### config.mk
export PLATFORM = sky130hd
export DESIGN_NAME = aes128_block_encrypt_core
export DESIGN_NICKNAME = d
export VERILOG_FILES = /design/src/aes_pkg.sv /design/src/aes_ctrl.sv /design/src/aes_datapath.sv /design/src/aes128_block_encrypt_core.sv
export SDC_FILE = /design/constraint.sdc
export NUM_CORES = 2
export LEC_CHECK = 0
export BUFFER_PORTS_ARGS = -buffer_cell sky130_fd_sc_hd__buf_2
export CAP_MARGIN = 10
export CORE_MARGIN = 3
export CORE_UTILIZATION = 24
export DETAILED_ROUTE_END_ITERATION = 8
export PLACE_DENSITY = 0.41
export SKIP_LAST_GASP = 1
export SLEW_MARGIN = 15
export SYNTH_ARGS = -nofsm -noshare
export SYNTH_HDL_FRONTEND = slang
export SYNTH_SLANG_ARGS = --single-unit
### constraint.sdc
create_clock -name clk -period 10.29 [get_ports clk]
set_clock_uncertainty 0.2 [all_clocks]
set_input_delay 0.5145 -clock clk [delete_from_list [all_inputs] [get_ports clk]]
set_output_delay 0.5145 -clock clk [all_outputs]
set_load 0.02 [all_outputs]
### src/aes_pkg.sv
// ----------------------------------------------------------------------------
// AES-128 package
// Shared types, constants and byte functions for the block cipher core.
// ----------------------------------------------------------------------------
`default_nettype none

package aes_pkg;

  localparam int unsigned NUM_ROUNDS = 10;

  // Register indexes of the configuration port
  localparam logic [0:0] REG_KEY_HIGH = 1'b0;
  localparam logic [0:0] REG_KEY_LOW  = 1'b1;

  localparam logic [7:0] GF_POLY = 8'h1B;

  typedef enum logic [1:0] {
    ST_IDLE,
    ST_KEYEXP,
    ST_ROUND,
    ST_OUT
  } aes_state_t;

  // Controller to datapath
  typedef struct packed {
    logic       load_block;   // capture plaintext, apply first round key
    logic       key_start;    // reset key schedule to cipher key
    logic       key_step;     // advance key schedule by one round
    logic       round_step;   // run one cipher round
    logic       last_round;   // skip column mixing
    logic [3:0] rnd;          // round number being produced
  } aes_cmd_t;

  typedef logic [7:0] sbox_arr_t [256];

  localparam sbox_arr_t SBOX = '{
    8'h63,8'h7c,8'h77,8'h7b,8'hf2,8'h6b,8'h6f,8'hc5,8'h30,8'h01,8'h67,8'h2b,8'hfe,8'hd7,8'hab,8'h76,
    8'hca,8'h82,8'hc9,8'h7d,8'hfa,8'h59,8'h47,8'hf0,8'had,8'hd4,8'ha2,8'haf,8'h9c,8'ha4,8'h72,8'hc0,
    8'hb7,8'hfd,8'h93,8'h26,8'h36,8'h3f,8'hf7,8'hcc,8'h34,8'ha5,8'he5,8'hf1,8'h71,8'hd8,8'h31,8'h15,
    8'h04,8'hc7,8'h23,8'hc3,8'h18,8'h96,8'h05,8'h9a,8'h07,8'h12,8'h80,8'he2,8'heb,8'h27,8'hb2,8'h75,
    8'h09,8'h83,8'h2c,8'h1a,8'h1b,8'h6e,8'h5a,8'ha0,8'h52,8'h3b,8'hd6,8'hb3,8'h29,8'he3,8'h2f,8'h84,
    8'h53,8'hd1,8'h00,8'hed,8'h20,8'hfc,8'hb1,8'h5b,8'h6a,8'hcb,8'hbe,8'h39,8'h4a,8'h4c,8'h58,8'hcf,
    8'hd0,8'hef,8'haa,8'hfb,8'h43,8'h4d,8'h33,8'h85,8'h45,8'hf9,8'h02,8'h7f,8'h50,8'h3c,8'h9f,8'ha8,
    8'h51,8'ha3,8'h40,8'h8f,8'h92,8'h9d,8'h38,8'hf5,8'hbc,8'hb6,8'hda,8'h21,8'h10,8'hff,8'hf3,8'hd2,
    8'hcd,8'h0c,8'h13,8'hec,8'h5f,8'h97,8'h44,8'h17,8'hc4,8'ha7,8'h7e,8'h3d,8'h64,8'h5d,8'h19,8'h73,
    8'h60,8'h81,8'h4f,8'hdc,8'h22,8'h2a,8'h90,8'h88,8'h46,8'hee,8'hb8,8'h14,8'hde,8'h5e,8'h0b,8'hdb,
    8'he0,8'h32,8'h3a,8'h0a,8'h49,8'h06,8'h24,8'h5c,8'hc2,8'hd3,8'hac,8'h62,8'h91,8'h95,8'he4,8'h79,
    8'he7,8'hc8,8'h37,8'h6d,8'h8d,8'hd5,8'h4e,8'ha9,8'h6c,8'h56,8'hf4,8'hea,8'h65,8'h7a,8'hae,8'h08,
    8'hba,8'h78,8'h25,8'h2e,8'h1c,8'ha6,8'hb4,8'hc6,8'he8,8'hdd,8'h74,8'h1f,8'h4b,8'hbd,8'h8b,8'h8a,
    8'h70,8'h3e,8'hb5,8'h66,8'h48,8'h03,8'hf6,8'h0e,8'h61,8'h35,8'h57,8'hb9,8'h86,8'hc1,8'h1d,8'h9e,
    8'he1,8'hf8,8'h98,8'h11,8'h69,8'hd9,8'h8e,8'h94,8'h9b,8'h1e,8'h87,8'he9,8'hce,8'h55,8'h28,8'hdf,
    8'h8c,8'ha1,8'h89,8'h0d,8'hbf,8'he6,8'h42,8'h68,8'h41,8'h99,8'h2d,8'h0f,8'hb0,8'h54,8'hbb,8'h16
  };

  // Round constant for round rnd (1..10)
  function automatic logic [7:0] rcon(input logic [3:0] rnd);
    logic [7:0] r;
    begin
      case (rnd)
        4'd1:    r = 8'h01;
        4'd2:    r = 8'h02;
        4'd3:    r = 8'h04;
        4'd4:    r = 8'h08;
        4'd5:    r = 8'h10;
        4'd6:    r = 8'h20;
        4'd7:    r = 8'h40;
        4'd8:    r = 8'h80;
        4'd9:    r = 8'h1B;
        4'd10:   r = 8'h36;
        default: r = 8'h00;
      endcase
      return r;
    end
  endfunction

  function automatic logic [7:0] xtime(input logic [7:0] v);
    return {v[6:0], 1'b0} ^ (v[7] ? GF_POLY : 8'h00);
  endfunction

endpackage

`default_nettype wire

### src/aes_ctrl.sv
// ----------------------------------------------------------------------------
// AES-128 controller
// Sequences key schedule setup, ten rounds and the output handshake.
// ----------------------------------------------------------------------------
`default_nettype none

module aes_ctrl (
  input  wire logic            clk,
  input  wire logic            rst_n,
  input  wire logic            in_fire,
  input  wire logic            out_fire,
  output logic                 in_ready,
  output logic                 out_valid,
  output aes_pkg::aes_cmd_t    cmd
);

  aes_pkg::aes_state_t state_r, state_nxt;
  logic [3:0]          rnd_r, rnd_nxt;

  // State register
  always_ff @(posedge clk) begin
    if (!rst_n) begin
      state_r <= aes_pkg::ST_IDLE;
      rnd_r   <= 4'd0;
    end else begin
      state_r <= state_nxt;
      rnd_r   <= rnd_nxt;
    end
  end

  // Next state and commands
  always_comb begin
    state_nxt      = state_r;
    rnd_nxt        = rnd_r;
    in_ready       = 1'b0;
    out_valid      = 1'b0;
    cmd            = '0;
    cmd.rnd        = rnd_r;
    cmd.last_round = (rnd_r == 4'(aes_pkg::NUM_ROUNDS));
    case (state_r)
      aes_pkg::ST_IDLE: begin
        in_ready = 1'b1;
        if (in_fire) begin
          cmd.load_block = 1'b1;
          cmd.key_start  = 1'b1;
          rnd_nxt        = 4'd1;
          state_nxt      = aes_pkg::ST_ROUND;
        end
      end
      aes_pkg::ST_ROUND: begin
        cmd.round_step = 1'b1;
        cmd.key_step   = 1'b1;
        rnd_nxt        = rnd_r + 4'd1;
        if (cmd.last_round) state_nxt = aes_pkg::ST_OUT;
      end
      aes_pkg::ST_OUT: begin
        out_valid = 1'b1;
        in_ready  = out_fire;
        if (out_fire) begin
          state_nxt = aes_pkg::ST_IDLE;
          if (in_fire) begin
            cmd.load_block = 1'b1;
            cmd.key_start  = 1'b1;
            rnd_nxt        = 4'd1;
            state_nxt      = aes_pkg::ST_ROUND;
          end
        end
      end
      default: state_nxt = aes_pkg::ST_IDLE;
    endcase
  end

endmodule

`default_nettype wire

### src/aes_datapath.sv
// ----------------------------------------------------------------------------
// AES-128 datapath
// Key registers, on-the-fly key schedule and one shared round unit.
// ----------------------------------------------------------------------------
`default_nettype none

module aes_datapath (
  input  wire logic              clk,
  input  wire logic              rst_n,
  input  wire logic              cfg_we,
  input  wire logic              cfg_sel,
  input  wire logic [63:0]       cfg_data,
  input  wire logic [127:0]      plain,
  input  wire aes_pkg::aes_cmd_t cmd,
  output logic [127:0]           cipher
);

  logic [127:0] key_r;
  logic [127:0] rkey_r, rkey_nxt;
  logic [127:0] state_r;
  logic [127:0] sb, mc, rnd_out;
  logic [31:0]  w3, tw;

  // Key register writes; both halves clear at reset
  always_ff @(posedge clk) begin
    if (!rst_n) begin
      key_r <= '0;
    end else if (cfg_we) begin
      if (cfg_sel == aes_pkg::REG_KEY_HIGH) key_r[127:64] <= cfg_data;
      else                                  key_r[63:0]   <= cfg_data;
    end
  end

  // Next round key from the current one
  always_comb begin
    w3 = rkey_r[31:0];
    tw = {aes_pkg::SBOX[w3[23:16]] ^ aes_pkg::rcon(cmd.rnd), aes_pkg::SBOX[w3[15:8]],
          aes_pkg::SBOX[w3[7:0]], aes_pkg::SBOX[w3[31:24]]};
    rkey_nxt[127:96] = rkey_r[127:96] ^ tw;
    rkey_nxt[95:64]  = rkey_r[95:64] ^ rkey_nxt[127:96];
    rkey_nxt[63:32]  = rkey_r[63:32] ^ rkey_nxt[95:64];
    rkey_nxt[31:0]   = rkey_r[31:0] ^ rkey_nxt[63:32];
  end

  // Sub bytes with shift rows, then mix columns (skipped in the last round) and round key; byte n sits at bits 127-8n
  always_comb begin
    for (int c = 0; c < 4; c++) begin
      for (int r = 0; r < 4; r++) begin
        sb[127 - 8*(4*c + r) -: 8] = aes_pkg::SBOX[state_r[127 - 8*(4*((c + r) % 4) + r) -: 8]];
      end
    end
    for (int c = 0; c < 4; c++) begin
      logic [7:0] a0, a1, a2, a3, all;
      a0  = sb[127 - 32*c -: 8];
      a1  = sb[119 - 32*c -: 8];
      a2  = sb[111 - 32*c -: 8];
      a3  = sb[103 - 32*c -: 8];
      all = a0 ^ a1 ^ a2 ^ a3;
      mc[127 - 32*c -: 8] = a0 ^ all ^ aes_pkg::xtime(a0 ^ a1);
      mc[119 - 32*c -: 8] = a1 ^ all ^ aes_pkg::xtime(a1 ^ a2);
      mc[111 - 32*c -: 8] = a2 ^ all ^ aes_pkg::xtime(a2 ^ a3);
      mc[103 - 32*c -: 8] = a3 ^ all ^ aes_pkg::xtime(a3 ^ a0);
    end
    rnd_out = (cmd.last_round ? sb : mc) ^ rkey_nxt;
  end

  // Round key and cipher state registers
  always_ff @(posedge clk) begin
    if (cmd.key_start)     rkey_r <= key_r;
    else if (cmd.key_step) rkey_r <= rkey_nxt;
    if (cmd.load_block)      state_r <= plain ^ key_r;
    else if (cmd.round_step) state_r <= rnd_out;
  end

  assign cipher = state_r;

endmodule

`default_nettype wire

### src/aes128_block_encrypt_core.sv
// ----------------------------------------------------------------------------
// AES-128 block encryption core
// Encrypts one 128-bit block per transfer under a configured 128-bit key.
// ----------------------------------------------------------------------------
// Usage:
//   Write the key over the cfg channel (index 0 key bytes 0..7, index 1
//   bytes 8..15) while the core is idle. Writes are always accepted.
//   Each in transfer carries one plaintext block; one out transfer returns
//   its ciphertext. The first round key is added as the block is taken, then
//   one round per cycle runs through a single shared round unit whose key
//   schedule advances alongside it.
//   Only one block is in flight: the next block is taken no earlier than
//   the cycle its predecessor's result transfers, and can be taken then.
//   When the receiver stalls, the ciphertext holds on out_tdata and in_tready
//   stays low. Reset clears the controller to idle and both key halves to
//   zero; write the key before the first block.
//   tdata fields, lowest bits first: high half then low half.
// ----------------------------------------------------------------------------
`default_nettype none

module aes128_block_encrypt_core (
  input  wire logic         clk,
  input  wire logic         rst_n,
  input  wire logic         cfg_valid,
  output logic              cfg_ready,
  input  wire logic [0:0]   cfg_index,
  input  wire logic [63:0]  cfg_data,
  input  wire logic         in_tvalid,
  output logic              in_tready,
  input  wire logic [127:0] in_tdata,   // [63:0] plain_high, [127:64] plain_low
  output logic              out_tvalid,
  input  wire logic         out_tready,
  output logic [127:0]      out_tdata   // [63:0] cipher_high, [127:64] cipher_low
);

  aes_pkg::aes_cmd_t cmd;
  logic [127:0]      cipher;

  assign cfg_ready = 1'b1;

  aes_ctrl u_ctrl (
    .clk       (clk),
    .rst_n     (rst_n),
    .in_fire   (in_tvalid & in_tready),
    .out_fire  (out_tvalid & out_tready),
    .in_ready  (in_tready),
    .out_valid (out_tvalid),
    .cmd       (cmd)
  );

  aes_datapath u_datapath (
    .clk      (clk),
    .rst_n    (rst_n),
    .cfg_we   (cfg_valid),
    .cfg_sel  (cfg_index),
    .cfg_data (cfg_data),
    .plain    ({in_tdata[63:0], in_tdata[127:64]}),
    .cmd      (cmd),
    .cipher   (cipher)
  );

  // Swap halves to tdata order
  assign out_tdata = {cipher[63:0], cipher[127:64]};

endmodule

`default_nettype wire

======== Yosys cells after proc, flatten, opt, wreduce, memory -nomap -nowiden ========
Memories as Yosys holds them, arrays and structs flattened. A register that Yosys moved wholly into a read port is not among the register bits.
Cells that the tools add are included.
storage, ports and cells
  bits in read-only memories .............. 41,088
  memories kept ........................... 21
  bits of input ports ..................... 198
  output and inout bits ................... 131
  register bits ........................... 390
  word-level logic and storage cells ...... 241
cells by class
  mux-type cells .......................... 77
  reduce and logical (&&, ||, !) cells .... 8
  add/subtract/negate cells ............... 1
  bitwise operators ....................... 102
  order comparisons ....................... 20
  equality and inequality tests ........... 6
memories
  memory            words  bits a word  rd ports  clocked after Yosys merged registers in  wr ports  line                text
  (name not given)  256    8            1         0                                        0         aes_datapath.sv:49  sb[127 - 8*(4*c + r) -: 8] = aes_pkg::SBOX[state_r[127 - 8*(4*((c + r) % 4) + r) -: 8]];
  (name not given)  256    8            1         0                                        0         aes_datapath.sv:49
  (name not given)  256    8            1         0                                        0         aes_datapath.sv:49
  (name not given)  256    8            1         0                                        0         aes_datapath.sv:49
  (name not given)  256    8            1         0                                        0         aes_datapath.sv:49
  (name not given)  256    8            1         0                                        0         aes_datapath.sv:49
  +15 memories      --     --           --        --                                       --        --
operator list
  kind                   count
  $mux W128              5
  $xor A8 B8 Y8          73
  $mux W8                40
  $xor A128 B128 Y128    2
  $ge A9 B9 Y1 const B   20
  $not A8 Y9             20
  $xor A32 B32 Y32       4
  $mux W5                16
  $mux W4                4
  $mux W2                7
  $pmux W4 S3            1
  $ne A2 B1 Y1 const B   3
  $pmux W2 S3            1
  $reduce_and A2 Y1      3
  $add A4 B1 Y4 const B  1
  $eq A2 B2 Y1 const B   2
  $eq A4 B4 Y1 const B   1
  $pmux W2 S2            1
  $reduce_bool A2 Y1     2
  $reduce_and A3 Y1      1
  $reduce_bool A3 Y1     1
  $and A1 B1 Y1          2
  $logic_not A2 Y1       1
  $pmux W1 S2            1
  other kinds (2)        2

======== Depth between registers and ports, before layout ========
  word-level depth ........................ 13
  mapped depth ............................ 18
  depth with buffers taken out ............ 14

======== Cells and area by module ========
From an unflattened synthesis, not the netlist that was laid out.
unflattened totals
  cell total of the unflattened synthesis .. 13,139
  area total of the unflattened synthesis .. 93,023.0 um^2
modules (own cells, without submodules)
  module                     seq. area each (um^2)  instances  cells each  area an instance (um^2)
  aes_datapath               10,249.8               1          13,083      92,531.2
  aes_ctrl                   120.1                  1          52          467.9
  aes128_block_encrypt_core  0.0                    1          4           23.8

======== Worst setup path before layout ========
OpenSTA, ideal clock, no wires.
  kind .................................... flip-flop to flip-flop
  start point ............................. register u_ctrl.state_r[0]
  end point ............................... register (tool-made name)
  buffers on the path ..................... 0
  library setup time ...................... 0.057 ns
  data required time ...................... 10.033 ns
  clock period less this slack ............ 9.067 ns
  data arrival time ....................... 8.809 ns
  path slack .............................. 1.223 ns
  stages on the path, launching flop included .. 13
  cell sequence ........................... dfxtp_1 -> ha_1 -> a21oi_1 -> nor2_1 -> nand2_1 -> nand2b_1 -> nand2_1 -> nand2_1 -> o21ai_0 -> nand2_1 -> ha_1 -> nor3_1 -> a31o_2
RTL lines
  element                 line            text
  start, declared         aes_ctrl.sv:17  aes_pkg::aes_state_t state_r, state_nxt;
  start signal, assigned  aes_ctrl.sv:23  state_r <= aes_pkg::ST_IDLE;
  start signal, assigned  aes_ctrl.sv:26  state_r <= state_nxt;

======== Worst setup path in the final report ========
  start point ............................. register u_datapath.state_r[113] (netlist: u_datapath.cipher[113])
  end point ............................... register u_datapath.state_r[28] (netlist: u_datapath.cipher[28]), data pin
on the way
  longest elaborated chain between the ends .. 13
  elaborated cells on any way between the ends .. 15
  classes of those cells .................. mux: 6; bitwise: 8; memory: 1
RTL lines
  element                                          line                                    text
  start, declared                                  aes_datapath.sv:20                      logic [127:0] state_r;
  start signal, assigned                           aes_datapath.sv:71                      if (cmd.load_block) state_r <= plain ^ key_r;
  start signal, assigned                           aes_datapath.sv:72                      else if (cmd.round_step) state_r <= rnd_out;
  $not A8 Y9 (implied by the code) (*)             aes_datapath.sv:49
  $mem_v2 Z256 W8 (*)                              --
  $mux W8 (implied by the code) (*) (2 in series)  aes_datapath.sv:49
  $xor A8 B8 Y8 (*)                                aes_datapath.sv:58, aes_datapath.sv:59
  $xor A8 B8 Y8 (2 in series)                      aes_datapath.sv:58                      all = a0 ^ a1 ^ a2 ^ a3;
  $xor A8 B8 Y8                                    aes_datapath.sv:59                      mc[127 - 32*c -: 8] = a0 ^ all ^ aes_pkg::xtime(a0 ^ a1);
  $xor A8 B8 Y8 (*)                                aes_datapath.sv:59
  $mux W128 (*)                                    aes_datapath.sv:64                      rnd_out = (cmd.last_round ? sb : mc) ^ rkey_nxt;
  $xor A128 B128 Y128 (*)                          aes_datapath.sv:64
  $mux W128 (*)                                    aes_datapath.sv:72
  $mux W128 (*)                                    aes_datapath.sv:71
Mark *: on every way between the ends. The rest lies on a longest branch, timed or not. The select of a mux whose other input is x is not followed.
A chain may end at the register's enable or synchronous reset.

==> flow_metrics.env <==
export IMPL_status="complete, no violations"
export IMPL_nets=12900
export IMPL_fmax_ghz=0.145
export IMPL_clk_latency_ns=0.74
export IMPL_grt_usage_pct=26.4
export IMPL_drc=0
export IMPL_syn_num_nets=13600
export IMPL_die_w_um=632
export IMPL_timing_max_cap_violations=0
export IMPL_slew_viol_final=0
export IMPL_hold_class="in2reg"
export IMPL_worstMarginPinSlew_ns=1.33
export IMPL_initial_core_util_pct=24.1
export IMPL_synthFlopType="edfxtp_1"
export IMPL_clockBufferDepth=3
export IMPL_overflow=0
export IMPL_finalHoldViolCount=0
export IMPL_crit_type="reg2reg"
export IMPL_final_cell_mix="nand2_1, a21oi_1, nor2_1"
export IMPL_postSynthCellCount=13100
export IMPL_place_hpwl_um=404000
export IMPL_crit_required_ns=10.53
export IMPL_finalCritPeriodShare_pct=67.1
export IMPL_yosys_warnings=0
export IMPL_final_setup_worst_slack_ns=3.39
export IMPL_avgViaCountPerCell=6.23
export IMPL_post_drt_wl_per_cell_um=31.6
export IMPL_cts_num_sinks=398
export IMPL_pin_count=329
export IMPL_area_growth_pct=7.18
export IMPL_ys_types=126
export IMPL_cp_slowest_cell="ha_1"
export IMPL_coreArea_um2=389000
export IMPL_worstPathArrival_ns=7.15
export IMPL_cp_max_fo=33
export IMPL_seq_area_um2=10500
export IMPL_synth_top_cell_by_area="edfxtp_1"
export IMPL_start_kind="flop"
export IMPL_synth_edf_count=256
export IMPL_crit_chain="buf_4, inv_1, ha_1, nand2b_1, nand3_1, a31o_2, o22ai_1, a221o_1, o211ai_1, xnor2_1, xnor2_1, xnor2_1, or3_1, nand3_1"
export IMPL_cpPeakStageDelay_ns=0.91
export IMPL_ys_ff_latch=398
export IMPL_syn_cell_area_um2=93900
export IMPL_tns_ns=0
export IMPL_num_vias=110000
export IMPL_die_area_um2=399000
export IMPL_gp_congestion=1.02
export IMPL_cts_tree="yes"
export IMPL_critPathCaptureType="flop"
export IMPL_drt_iter0_drc=18900
export IMPL_synth_area_top_cells="edfxtp_1, mux4_2, a21oi_1"
export IMPL_fp_dieH_um=632
export IMPL_cts_clk_slew_worst_paths_ns=0.07
export IMPL_routed_wl_um=558000
export IMPL_preCtsSetupSlack_ns=3.80
export IMPL_rsz0062_at_grt="no"
export IMPL_grt_max_degree=153
export IMPL_rows=229
export IMPL_period_needed_ns=6.90
export IMPL_htree_levels=2
export IMPL_syn_area_per_cell_um2=7.16
export IMPL_portBuffers=327
export IMPL_cpMostUsedCell="xnor2_1"
export IMPL_postRouteAntennaNets=0
export IMPL_root_buffer="clkbuf_16"
export IMPL_nFillCells=43300
export IMPL_finalSetupViolations=0
export IMPL_synth_async_sr_flop_share_pct=0
export IMPL_drive_gt1_share_pct=11.1
export IMPL_antenna_found_initial=49
export IMPL_grt_first_pass_wirelength_um=786000
export IMPL_final_common_cell="nand2_1"
export IMPL_slew_headroom_pct=11.0
export IMPL_grt_pass1_vias=100000
export IMPL_numCtsBuffers=54
export IMPL_yosysTopAreaCellShare_pct=8.19
export IMPL_dr_pass1_iters=7
export IMPL_multi_input_area_um2=75800
export IMPL_ys_seq_area_share_pct=11.2
synthesized netlist by cell type, types with 69 or more instances:
library cell	number
a2111oi_0	69
a211o_1	93
a211oi_1	235
a21boi_0	158
a21o_1	87
a21oi_1	999
a221oi_1	103
a311oi_1	215
a31oi_1	268
and2_1	110
and3_1	93
buf_1	102
buf_2	503
buf_4	102
clkbuf_1	776
dfxtp_1	142
edfxtp_1	256
ha_1	306
inv_1	193
mux2i_1	166
mux4_2	255
nand2_1	1293
nand2b_1	441
nand3_1	381
nor2_1	1000
nor2b_1	363
nor3_1	373
nor3b_1	87
o211ai_1	238
o21ai_0	941
o221ai_1	88
o22ai_1	83
o311ai_0	197
o31ai_1	162
or2_2	109
or3_1	115
xnor2_1	407
xnor3_1	69
xor2_1	338
state kept, by name (all words and copies together), names as in the netlist, named ones only:
register,count
u_datapath.key_r,128
u_datapath.rkey_r,128
u_datapath.cipher,128
u_ctrl.state_r,2
u_ctrl.rnd_r,4
cell type report:
cell class	instances	area share [%]
timing repair buffer	733	4.93
inverter	236	0.880
multi-input combinational	11000	75.3
clock buffer	76	1.54
sequential	398	10.5
tap	5197	6.46
antenna	24	0.0597
clock inverter	26	0.359
critical path: cells and delay by family (launching register included):
family	cells	cell delay [ns]
flip-flops	1	0.65
XOR/XNOR	3	1.87
buffers and inverters	2	0.77
AND/OR/NAND/NOR	4	0.92
AO/OA/AOI/OAI	4	1.24
adder cells (fa/ha/maj)	1	0.91
worst paths after layout:
path / to / slack (ns) / cells after the start / start
min reg2reg: u_datapath.key_r[61] / 0.30 / 2 / u_datapath.key_r[61]
max reg2reg: u_datapath.cipher[28] / 3.39 / 14 / u_datapath.cipher[113]
min: u_datapath.key_r[70] / 0.05 / 3 / cfg_data[6]
max: u_datapath.cipher[28] / 3.39 / 14 / u_datapath.cipher[113]
metal layers:
metal / global-route usage (%) / wire, um
met5: 0 / 68
met4: 16.1 / 41100
met3: 4.31 / 53400
met2: 39.7 / 240000
met1: 35.0 / 223000
kinds of logic (layout without fill, tap and decap cells):
| family | Yosys count | after routing | share of synthesized area [%] |
|---|---|---|---|
| compound gates | 4694 | 4694 | 34.3 |
| xor+xnor | 851 | 851 | 9.35 |
| fa+ha+maj | 307 | 307 | 4.09 |
| buf+inv | 1744 | 1071 | 8.25 |
| flops | 398 | 398 | 11.2 |
| mux | 485 | 485 | 8.66 |
| other cells | 1 | 25 | 0.00399 |
| simple gates | 4629 | 4629 | 24.2 |
stage by stage:
stage	cells	utilization (%)	hold WS, ns	instance area (um2)
after floorplan	13100	-	0.266	93900
after global placement	17500	25.2	0.281	98100
after detailed placement	17500	25.2	0.288	98100
after CTS	17600	25.8	0.0140	101000
after global routing	17700	25.8	0.0128	101000
final	17700	25.9	0.0505	101000
timing repair:
action,in CTS,in global routing
resized for setup,0,0
endpoints found under the hold margin,108,0
setup buffers,0,0
hold buffers,59,0
Power is left out: the tool's default activity adds up to more than one toggle a clock period on the data nets, which glitch-free logic cannot reach.
